===== src/hw/rtl/s8i_pkg.sv =====
// Shared types, constants and helpers of the separable 8-tap interpolator.
// Depends on nothing; taken in by s8i_ram users, s8i_round and the top level.
`timescale 1ns / 1ps

package s8i_pkg;

	localparam int TAPS          = 8;
	localparam int HIST          = 7;
	localparam int FILTER_PREC   = 6;
	localparam int INTERNAL_OFFS = 8192;
	localparam int SAMPLE_W      = 14;
	localparam int VAL_W         = 16;
	localparam int LINE_W        = HIST * VAL_W;
	// horizontal sum: 8 x s8 x u14 minus offset
	localparam int HACC_W        = 26;
	// vertical sum: 8 x s8 x s16 plus rounding and offset
	localparam int VACC_W        = 28;

	// configuration register indexes
	typedef enum logic [2:0] {
		CFG_COEFF_H   = 3'd0,
		CFG_COEFF_V   = 3'd1,
		CFG_BIT_DEPTH = 3'd2,
		CFG_FINAL     = 3'd3,
		CFG_WIDTH     = 3'd4,
		CFG_HEIGHT    = 3'd5
	} cfg_idx_t;

	// sequencer states
	typedef enum logic [4:0] {
		ST_IDLE  = 5'b00001,
		ST_MAC   = 5'b00010,
		ST_HSAT  = 5'b00100,
		ST_VLAST = 5'b01000,
		ST_OUT   = 5'b10000
	} state_t;

	// controls of the output rounding stage
	typedef struct packed {
		logic       final_stage;
		logic [3:0] bd;
		logic [3:0] s2;
	} round_ctl_t;

	// saturate to signed 16 bits
	function automatic logic signed [VAL_W-1:0] sat16(input logic signed [VACC_W-1:0] v);
		logic signed [VAL_W-1:0] r;
		if (v > VACC_W'(32767))
			r = 16'sh7fff;
		else if (v < -VACC_W'(32768))
			r = 16'sh8000;
		else
			r = v[VAL_W-1:0];
		return r;
	endfunction

	// pick signed tap k out of eight packed bytes
	function automatic logic signed [7:0] tap8(input logic [63:0] taps, input logic [2:0] k);
		logic signed [7:0] t;
		t = taps[8*k +: 8];
		return t;
	endfunction

endpackage


===== src/hw/rtl/s8i_ram.sv =====
// Generic single-port-write, single-port-read RAM with registered read data.
// No dependencies.
`timescale 1ns / 1ps

module s8i_ram #(
	parameter int WIDTH = 16,
	parameter int DEPTH = 16
) (
	input  logic                     clk,
	input  logic                     wr_en,
	input  logic [$clog2(DEPTH)-1:0] wr_addr,
	input  logic [WIDTH-1:0]         wr_data,
	input  logic                     rd_en,
	input  logic [$clog2(DEPTH)-1:0] rd_addr,
	output logic [WIDTH-1:0]         rd_data
);

	logic [WIDTH-1:0] mem [DEPTH];

	// write port
	always_ff @(posedge clk) begin
		if (wr_en)
			mem[wr_addr] <= wr_data;
	end

	// registered read port, data holds until the next read
	always_ff @(posedge clk) begin
		if (rd_en)
			rd_data <= mem[rd_addr];
	end

endmodule


===== src/hw/rtl/s8i_round.sv =====
// Output scaling of the vertical sum: final rounding and pixel clip, or
// intermediate shift with 16-bit saturation. Depends on s8i_pkg.
`timescale 1ns / 1ps

module s8i_round (
	input  logic signed [s8i_pkg::VACC_W-1:0] vacc,
	input  s8i_pkg::round_ctl_t               ctl,
	output logic        [s8i_pkg::VAL_W-1:0]  value
);
	import s8i_pkg::*;

	logic signed [VACC_W-1:0] rnd;
	logic signed [VACC_W-1:0] off;
	logic signed [VACC_W-1:0] fsum;
	logic signed [VACC_W-1:0] fsh;
	logic signed [VAL_W-1:0]  fsat;
	logic signed [VAL_W-1:0]  maxv;
	logic signed [VAL_W-1:0]  isat;

	// final path: round, add offset, shift, saturate, clip; intermediate path: shift, saturate
	always_comb begin
		rnd  = VACC_W'(1) <<< (ctl.s2 - 4'd1);
		off  = VACC_W'(INTERNAL_OFFS) <<< FILTER_PREC;
		fsum = vacc + rnd + off;
		fsh  = fsum >>> ctl.s2;
		fsat = sat16(fsh);
		maxv = VAL_W'((17'd1 << ctl.bd) - 17'd1);
		isat = sat16(vacc >>> FILTER_PREC);
		if (ctl.final_stage) begin
			if (fsat < 16'sd0)
				value = '0;
			else if (fsat > maxv)
				value = maxv;
			else
				value = fsat;
		end else begin
			value = isat;
		end
	end

endmodule


===== src/hw/rtl/separable_8tap_subpel_interpolator.sv =====
// Top level of the separable 8-tap sub-sample interpolator.
// Depends on s8i_pkg, s8i_ram (filtered line store) and s8i_round.
`timescale 1ns / 1ps

// Usage:
// - cfg_* writes one register (index 0 h taps, 1 v taps, 2 bit depth,
//   3 final stage, 4 block width, 5 block height); always ready. Write only
//   while the block is idle.
// - s_axis carries window samples of a (W+7)x(H+7) window in raster order,
//   starting 3 rows above and 3 columns left of the block.
// - m_axis carries one interpolated sample per window position past the
//   first 7 rows and columns; tlast marks the last sample of the block.
// Sequence: a sample in the first 7 columns of a window row only shifts the row
//   window. Any other sample runs one shared MAC pair over 8 taps and a read-
//   modify-write of its column entry in the line store, in the steps tap loop,
//   saturate and write back, and, when a result follows, last vertical tap and
//   output load. No new sample is taken until these steps are done.
// Stall: the output register holds a result while the next sample is taken;
//   only a second result waits for the receiver in the output load step.
// Reset: configuration and control registers return to defaults, counters go
//   to the window origin. The line store is not cleared; each block refills it in its top rows.
module separable_8tap_subpel_interpolator #(
	parameter int MAX_WIDTH = 16
) (
	input  logic        clk,
	input  logic        arst_n,
	// configuration write channel
	input  logic        cfg_valid,
	output logic        cfg_ready,
	input  logic [2:0]  cfg_index,
	input  logic [63:0] cfg_data,
	// input stream
	input  logic        s_axis_tvalid,
	output logic        s_axis_tready,
	input  logic [15:0] s_axis_tdata,   // [13:0] sample, [15:14] zero
	// output stream
	output logic        m_axis_tvalid,
	input  logic        m_axis_tready,
	output logic [15:0] m_axis_tdata,   // [15:0] value
	output logic        m_axis_tlast    // block_done
);
	import s8i_pkg::*;

	localparam int AW = $clog2(MAX_WIDTH);
	localparam int CW = $clog2(MAX_WIDTH + HIST + 1);

	// configuration registers
	logic [63:0] coeff_h_q;
	logic [63:0] coeff_v_q;
	logic [3:0]  bit_depth_q;
	logic        final_q;
	logic [4:0]  block_width_q;
	logic [7:0]  block_height_q;

	// control state
	state_t        state_q;
	logic [2:0]    k_q;
	logic [CW-1:0] column_q;
	logic [7:0]    row_q;
	logic          produce_s1;
	logic          m_valid_q;

	// payload
	logic [SAMPLE_W-1:0]      row_window [HIST];
	logic [SAMPLE_W-1:0]      sample_s1;
	logic [AW-1:0]            x_s1;
	logic                     last_s1;
	logic signed [HACC_W-1:0] hacc_q;
	logic signed [VACC_W-1:0] vacc_q;
	logic signed [VAL_W-1:0]  hv_q;
	logic [VAL_W-1:0]         m_data_q;
	logic                     m_last_q;

	// derived settings
	logic [3:0]    bd_eff;
	logic [3:0]    headroom;
	logic [2:0]    s1;
	logic [3:0]    s2;
	logic [CW-1:0] w_eff;
	logic [CW-1:0] wlim;
	logic [7:0]    h_eff;
	logic [7:0]    hlim;

	// counter logic
	logic [CW-1:0] col_pre;
	logic [CW-1:0] col_inc;
	logic [CW-1:0] col_nx;
	logic [7:0]    row_t;
	logic [7:0]    row_pre;
	logic [7:0]    row_inc;
	logic [7:0]    row_nx;
	logic          in_col;
	logic          prod_pre;
	logic          last_pre;
	logic [AW-1:0] x_pre;
	logic          acc_in;

	// datapath
	logic [SAMPLE_W-1:0]      tap_src [TAPS];
	logic signed [VAL_W-1:0]  v_src [TAPS];
	logic signed [22:0]       hprod;
	logic signed [23:0]       vprod;
	logic signed [HACC_W-1:0] hoff;
	logic signed [HACC_W-1:0] hsum;
	logic signed [HACC_W-1:0] hsh;
	logic signed [VAL_W-1:0]  hv;
	logic [LINE_W-1:0]        line_rd;
	logic [LINE_W-1:0]        line_wr;
	logic                     mem_we;
	logic                     mem_re;
	logic [VAL_W-1:0]         round_val;
	round_ctl_t               round_ctl;
	logic                     out_load;

	assign cfg_ready     = 1'b1;
	assign s_axis_tready = (state_q == ST_IDLE);
	assign acc_in        = s_axis_tvalid && s_axis_tready;

	// configuration writes
	always_ff @(posedge clk or negedge arst_n) begin
		if (!arst_n) begin
			coeff_h_q      <= '0;
			coeff_v_q      <= '0;
			bit_depth_q    <= 4'd10;
			final_q        <= 1'b1;
			block_width_q  <= 5'd8;
			block_height_q <= 8'd8;
		end else if (cfg_valid && cfg_ready) begin
			case (cfg_index)
				CFG_COEFF_H:   coeff_h_q      <= cfg_data;
				CFG_COEFF_V:   coeff_v_q      <= cfg_data;
				CFG_BIT_DEPTH: bit_depth_q    <= cfg_data[3:0];
				CFG_FINAL:     final_q        <= cfg_data[0];
				CFG_WIDTH:     block_width_q  <= cfg_data[4:0];
				CFG_HEIGHT:    block_height_q <= cfg_data[7:0];
				default: ;
			endcase
		end
	end

	// effective sizes, depth and shifts
	always_comb begin
		if (bit_depth_q < 4'd8)
			bd_eff = 4'd8;
		else if (bit_depth_q > 4'd14)
			bd_eff = 4'd14;
		else
			bd_eff = bit_depth_q;
		headroom = (bd_eff < 4'd12) ? 4'(4'd14 - bd_eff) : 4'd2;
		s1       = 3'(4'd6 - headroom);
		s2       = 4'(4'd6 + headroom);
		if (int'(block_width_q) < 4)
			w_eff = CW'(4);
		else if (int'(block_width_q) > MAX_WIDTH)
			w_eff = CW'(MAX_WIDTH);
		else
			w_eff = CW'(block_width_q);
		wlim = w_eff + CW'(HIST);
		if (block_height_q == 8'd0)
			h_eff = 8'd1;
		else if (block_height_q > 8'd128)
			h_eff = 8'd128;
		else
			h_eff = block_height_q;
		hlim = h_eff + 8'(HIST);
	end

	// window position of the incoming sample and of the next one
	always_comb begin
		if (column_q >= wlim) begin
			col_pre = '0;
			row_t   = row_q + 8'd1;
		end else begin
			col_pre = column_q;
			row_t   = row_q;
		end
		row_pre = (row_t >= hlim) ? 8'd0 : row_t;
		col_inc = col_pre + CW'(1);
		row_inc = row_pre + 8'd1;
		if (col_inc == wlim) begin
			col_nx = '0;
			row_nx = (row_inc == hlim) ? 8'd0 : row_inc;
		end else begin
			col_nx = col_inc;
			row_nx = row_pre;
		end
		in_col   = (col_pre >= CW'(HIST));
		prod_pre = (row_pre >= 8'(HIST));
		last_pre = (row_pre == hlim - 8'd1) && (col_pre == wlim - CW'(1));
		x_pre    = AW'(col_pre - CW'(HIST));
	end

	// tap operands and the two multipliers
	always_comb begin
		for (int i = 0; i < HIST; i++) begin
			tap_src[i] = row_window[i];
			v_src[i]   = line_rd[VAL_W*i +: VAL_W];
		end
		tap_src[TAPS-1] = sample_s1;
		v_src[TAPS-1]   = hv_q;
		hprod = tap8(coeff_h_q, k_q) * signed'({1'b0, tap_src[k_q]});
		vprod = tap8(coeff_v_q, k_q) * v_src[k_q];
	end

	// horizontal result: remove offset, shift, saturate
	always_comb begin
		hoff = HACC_W'(INTERNAL_OFFS) <<< s1;
		hsum = hacc_q - hoff;
		hsh  = hsum >>> s1;
		hv   = sat16(VACC_W'(hsh));
	end

	// column entry shifted up by one row with the new filtered value on top
	always_comb begin
		for (int i = 0; i < HIST - 1; i++)
			line_wr[VAL_W*i +: VAL_W] = line_rd[VAL_W*(i+1) +: VAL_W];
		line_wr[VAL_W*(HIST-1) +: VAL_W] = hv;
	end

	// read at acceptance, write back after the tap loop; the next read is
	// only issued after the write, so no forwarding is needed
	assign mem_re = acc_in && in_col;
	assign mem_we = (state_q == ST_HSAT);

	s8i_ram #(
		.WIDTH (LINE_W),
		.DEPTH (MAX_WIDTH)
	) u_lines (
		.clk     (clk),
		.wr_en   (mem_we),
		.wr_addr (x_s1),
		.wr_data (line_wr),
		.rd_en   (mem_re),
		.rd_addr (x_pre),
		.rd_data (line_rd)
	);

	assign round_ctl = '{final_stage: final_q, bd: bd_eff, s2: s2};

	s8i_round u_round (
		.vacc  (vacc_q),
		.ctl   (round_ctl),
		.value (round_val)
	);

	assign out_load = (state_q == ST_OUT) && (!m_valid_q || m_axis_tready);

	// sequencer and counters
	always_ff @(posedge clk or negedge arst_n) begin
		if (!arst_n) begin
			state_q    <= ST_IDLE;
			k_q        <= '0;
			column_q   <= '0;
			row_q      <= '0;
			produce_s1 <= 1'b0;
		end else begin
			case (state_q)
				ST_IDLE: begin
					if (acc_in) begin
						column_q <= col_nx;
						row_q    <= row_nx;
						if (in_col) begin
							produce_s1 <= prod_pre;
							k_q        <= '0;
							state_q    <= ST_MAC;
						end
					end
				end
				ST_MAC: begin
					if (k_q == 3'(TAPS - 1))
						state_q <= ST_HSAT;
					else
						k_q <= k_q + 3'd1;
				end
				ST_HSAT: begin
					state_q <= produce_s1 ? ST_VLAST : ST_IDLE;
				end
				ST_VLAST: begin
					state_q <= ST_OUT;
				end
				ST_OUT: begin
					if (out_load)
						state_q <= ST_IDLE;
				end
				default: state_q <= ST_IDLE;
			endcase
		end
	end

	// datapath registers
	always_ff @(posedge clk) begin
		if (acc_in) begin
			sample_s1 <= s_axis_tdata[SAMPLE_W-1:0];
			x_s1      <= x_pre;
			last_s1   <= last_pre;
			hacc_q    <= '0;
			vacc_q    <= '0;
		end
		// margin samples only shift the row window
		if (acc_in && !in_col) begin
			for (int i = 0; i < HIST - 1; i++)
				row_window[i] <= row_window[i+1];
			row_window[HIST-1] <= s_axis_tdata[SAMPLE_W-1:0];
		end
		if (state_q == ST_MAC) begin
			hacc_q <= hacc_q + HACC_W'(hprod);
			if (k_q != 3'(TAPS - 1))
				vacc_q <= vacc_q + VACC_W'(vprod);
		end
		if (state_q == ST_HSAT) begin
			hv_q <= hv;
			for (int i = 0; i < HIST - 1; i++)
				row_window[i] <= row_window[i+1];
			row_window[HIST-1] <= sample_s1;
		end
		// last vertical tap uses the fresh horizontal value
		if (state_q == ST_VLAST)
			vacc_q <= vacc_q + VACC_W'(vprod);
		if (out_load) begin
			m_data_q <= round_val;
			m_last_q <= last_s1;
		end
	end

	// output register valid
	always_ff @(posedge clk or negedge arst_n) begin
		if (!arst_n)
			m_valid_q <= 1'b0;
		else if (out_load)
			m_valid_q <= 1'b1;
		else if (m_axis_tready)
			m_valid_q <= 1'b0;
	end

	assign m_axis_tvalid = m_valid_q;
	assign m_axis_tdata  = m_data_q;
	assign m_axis_tlast  = m_last_q;

	// line store is written only right after the full tap loop
	a_write_after_loop: assert property (@(posedge clk) disable iff (!arst_n)
		mem_we |-> $past(state_q == ST_MAC) && $past(k_q == 3'(TAPS - 1)))
		else $error("line store write outside the write-back step");

	// the tap loop runs all eight taps before leaving
	a_loop_length: assert property (@(posedge clk) disable iff (!arst_n)
		(state_q == ST_MAC) && (k_q != 3'(TAPS - 1)) |=> (state_q == ST_MAC))
		else $error("tap loop left early");

	// results are loaded only for window rows below the top margin
	a_out_only_produce: assert property (@(posedge clk) disable iff (!arst_n)
		out_load |-> produce_s1)
		else $error("result loaded for a margin row");

	// the column counter stays inside the window after each transaction
	a_column_range: assert property (@(posedge clk) disable iff (!arst_n)
		acc_in |=> (column_q < wlim))
		else $error("column counter beyond window width");

endmodule

===== config.mk =====
export PLATFORM = sky130hd
export DESIGN_NAME = separable_8tap_subpel_interpolator
export DESIGN_NICKNAME = d
export VERILOG_FILES = /design/src/hw/rtl/s8i_pkg.sv /design/src/hw/rtl/s8i_ram.sv /design/src/hw/rtl/s8i_round.sv /design/src/hw/rtl/separable_8tap_subpel_interpolator.sv
export SDC_FILE = /design/constraint.sdc
export NUM_CORES = 2
export LEC_CHECK = 0
export BUFFER_PORTS_ARGS = -buffer_cell sky130_fd_sc_hd__buf_4
export CAP_MARGIN = 20
export CORE_MARGIN = 2
export CORE_UTILIZATION = 58
export CTS_BUF_LIST = sky130_fd_sc_hd__clkbuf_8
export CTS_CLUSTER_DIAMETER = 200
export DETAILED_ROUTE_END_ITERATION = 10
export GPL_TIMING_DRIVEN = 0
export MAX_ROUTING_LAYER = met4
export PLACE_DENSITY_LB_ADDON = 0.12
export SLEW_MARGIN = 0
export SYNTH_ARGS = -nofsm -noshare
export SYNTH_HDL_FRONTEND = slang
export SYNTH_SLANG_ARGS = --single-unit

===== constraint.sdc =====
create_clock -name clk -period 28.8 [get_ports clk]
set_clock_uncertainty 0.1 [all_clocks]
set_input_delay 5.76 -clock clk [delete_from_list [all_inputs] [get_ports clk]]
set_output_delay 5.76 -clock clk [all_outputs]
set_load 0.02 [all_outputs]

==> results.json <==
{
  "holdCritPathClass": "register to register",
  "track_usage": 0.309,
  "yosysUniqueCellTypes": 105,
  "die_w_um": 426,
  "cp_max_fo": 11,
  "grt_pass1_wl_um": 391000,
  "cts_resized": 0,
  "synth_top_area_share": 0.605,
  "synthesis.area_um2": 103000,
  "dp_cells": 8334,
  "finalNetCount": 6952,
  "crit_buf_inv": 7,
  "reg2reg_to": "m_axis_tdata[8]$_DFFE_PP_",
  "hold_path_end": "row_window[0][3]$_DFFE_PP_",
  "cp.required_ns": 29.44,
  "drc": 0,
  "dpl.hpwl_um": 185000,
  "arrival_ns": 11.36,
  "min_from": "row_window[1][3]$_DFFE_PP_",
  "yosys.area.top_type": "edfxtp_1",
  "status": "finished, final reports clean",
  "htree_levels": 5,
  "worstSetupPathType": "register to register",
  "ys.flop_type": "edfxtp_1",
  "slew_headroom": 0.136,
  "worstHoldPathCells": 0,
  "die_y_um": 426,
  "grt_max_degree": 123,
  "hold_ws_ns": 0.314,
  "antenna_found_initial": 12,
  "path_clk_slew_ns": 0.06,
  "synth_cells": 5700,
  "tns_ns": 0,
  "core_area_um2": 176000,
  "max_freq_ghz": 0.0933,
  "crit_path_end_kind": "register",
  "io_buffers": 104,
  "path_delay_family": "compound AO/OA/AOI/OAI gates",
  "vias": 57400,
  "grt_pass1_vias": 58400,
  "hold_viol": 0,
  "die_area_um2": 181000,
  "r2r_start": "bit_depth_q[3]$_DFFE_PN1P_",
  "num-fill-cells": 11800,
  "syn_to_final_growth_pct": 13.5,
  "fin_cells": 9016,
  "clk_latency_ns": 1.09,
  "numCtsBuffers": 373,
  "r2r_setup_slack_ns": 18.08,
  "ys_ff_latch": 2277,
  "row_count": 154,
  "cap_violations": 0,
  "period_needed_ns": 10.72,
  "post_cts_buffers": 0,
  "slowest_stage": "dfstp_2",
  "fin_crit_sh": 0.372,
  "drtIter0Drc": 6745,
  "wirelength_um": 267000,
  "final-setup-viol-count": 0,
  "rsz0062_at_grt": "no",
  "cts.sinks": 2277,
  "synth-seq-area-share": 0.651,
  "cts_tree": "yes",
  "r2r_cells": 40,
  "cpPeakStageDelay_ns": 0.66,
  "avgSynthCellArea_um2": 18.1,
  "clockBufferDepth": 4,
  "gp_congestion": 0.926,
  "dr.pass1.iters": 6,
  "grt_overflow": 0,
  "viasPerCell": 6.37,
  "tightest_slew_ns": 1.30,
  "ioPinCount": 108,
  "clock_tree.root_cell": "clkbuf_8",
  "antenna_left": 0,
  "cts_hold_buf": 0,
  "slew_viol_final": 0,
  "async_flop_share": 0.0742,
  "synth-edff-count": 2080,
  "wl_per_cell_um": 29.6,
  "yosysWarnings": 0,
  "drive_gt1_frac": 0.264,
  "start_kind": "register",
  "start_util": 0.585,
  "mostFrequentLayoutCells": "edfxtp_1, mux4_2, inv_1",
  "ys_top_cells_by_area": "edfxtp_1, mux4_2, fa_1",
  "layout.cells.most_common": "edfxtp_1"
}
==> cell families (layout without fill, tap and decap cells) <==
kind of cell               Yosys count  in the layout  share of synthesized area
other                                2             28                  0.0000727
adders and majority gates          467            467                     0.0739
xor gates and xnor gates           122            122                     0.0106
muxes                              945            945                      0.173
AOI/OAI and AO/OA                  480            480                     0.0319
buffers and inverters              598           1548                     0.0223
DFF                               2277           2277                      0.651
and+or+nand+nor                    809            809                     0.0363
==> worst register-to-register path: cells and delay by family (launching register included) <==
kind	cells	cell delay, ns
AO/OA/AOI/OAI	20	4.37
adder cells (fa/ha/maj)	5	1.35
buffers and inverters	7	2.56
flip-flops	1	0.66
multiplexers	1	0.37
AND/OR/NAND/NOR	7	1.04
==> cell type report <==
cell class              count  area, um2  area share
diodes                     13       32.5    0.000278
plain buffers             255       1020     0.00869
inverters                 343       1290      0.0110
clock inverters           248       1320      0.0112
repair buffers            309       4070      0.0347
flip-flops and latches   2277      67300       0.574
clock buffers             393       5410      0.0461
multi-input cells        2838      33900       0.289
well taps                2340       2930      0.0250
==> state kept, by name, summed over array words and instances, names as in the netlist, 3 cells and up <==
signal,count
m_axis_tdata,16
u_lines.rd_data,112
k_q,3
hv_q,16
sample_s1,14
vacc_q,28
state_q,5
coeff_h_q,64
row_window,98
block_width_q,5
coeff_v_q,64
hacc_q,26
u_lines.mem,1792
x_s1,4
column_q,5
row_q,8
block_height_q,8
bit_depth_q,4
==> how the worst max path moves through the flow <==
stage,from,to,slack (ns),depth (start not counted)
after floorplan,s_axis_tvalid,k_q[0]$_DFFE_PN0P_,16.63,4
after global placement,state_q[4]$_DFFE_PN0P_,u_lines.mem[0][39]$_DFFE_PP_,5.70,5
after detailed placement,bit_depth_q[3]$_DFFE_PN1P_,m_axis_tdata[8]$_DFFE_PP_,18.36,40
after CTS,bit_depth_q[3]$_DFFE_PN1P_,m_axis_tdata[11]$_DFFE_PP_,18.32,40
after global routing,bit_depth_q[3]$_DFFE_PN1P_,m_axis_tdata[8]$_DFFE_PP_,17.24,37
final,bit_depth_q[3]$_DFFE_PN1P_,m_axis_tdata[8]$_DFFE_PP_,18.08,40
==> stage by stage <==
step                      utilization  area (um2)  worst slack, ns
after floorplan                     -      103000            16.63
after global placement          0.606      107000             5.70
after detailed placement        0.624      110000            18.36
after CTS                       0.662      117000            18.32
after global routing            0.664      117000            17.24
final                           0.664      117000            18.08
==> per-layer routing <==
layer  global-route usage  up-vias  wire [um]
met5                    -        -          0
met4               0.0778        0       6050
met3               0.0541      418      24900
met2                0.478     3018     129000
met1                0.433    30200     106000
li1                     -    23800          -
==> cell usage after synthesis, drive strengths merged (13+ instances only) <==
master,number
a211oi,25
a21o,34
a21oi,119
a22o,28
a31oi,24
and2,24
and3,16
buf,90
clkbuf,165
dfrtp,163
dfxtp,28
edfxtp,2080
fa,238
ha,229
inv,341
mux2,206
mux2i,85
mux4,654
nand2,279
nand2b,43
nand3,41
nand4,14
nor2,234
nor2b,27
nor3,62
nor4,14
o21a,22
o21ai,116
o21bai,13
o31ai,16
xnor2,75
xor2,47
Power is not shown: default switching activity piles up to over one toggle a cycle in this logic, so the estimate is an artifact.
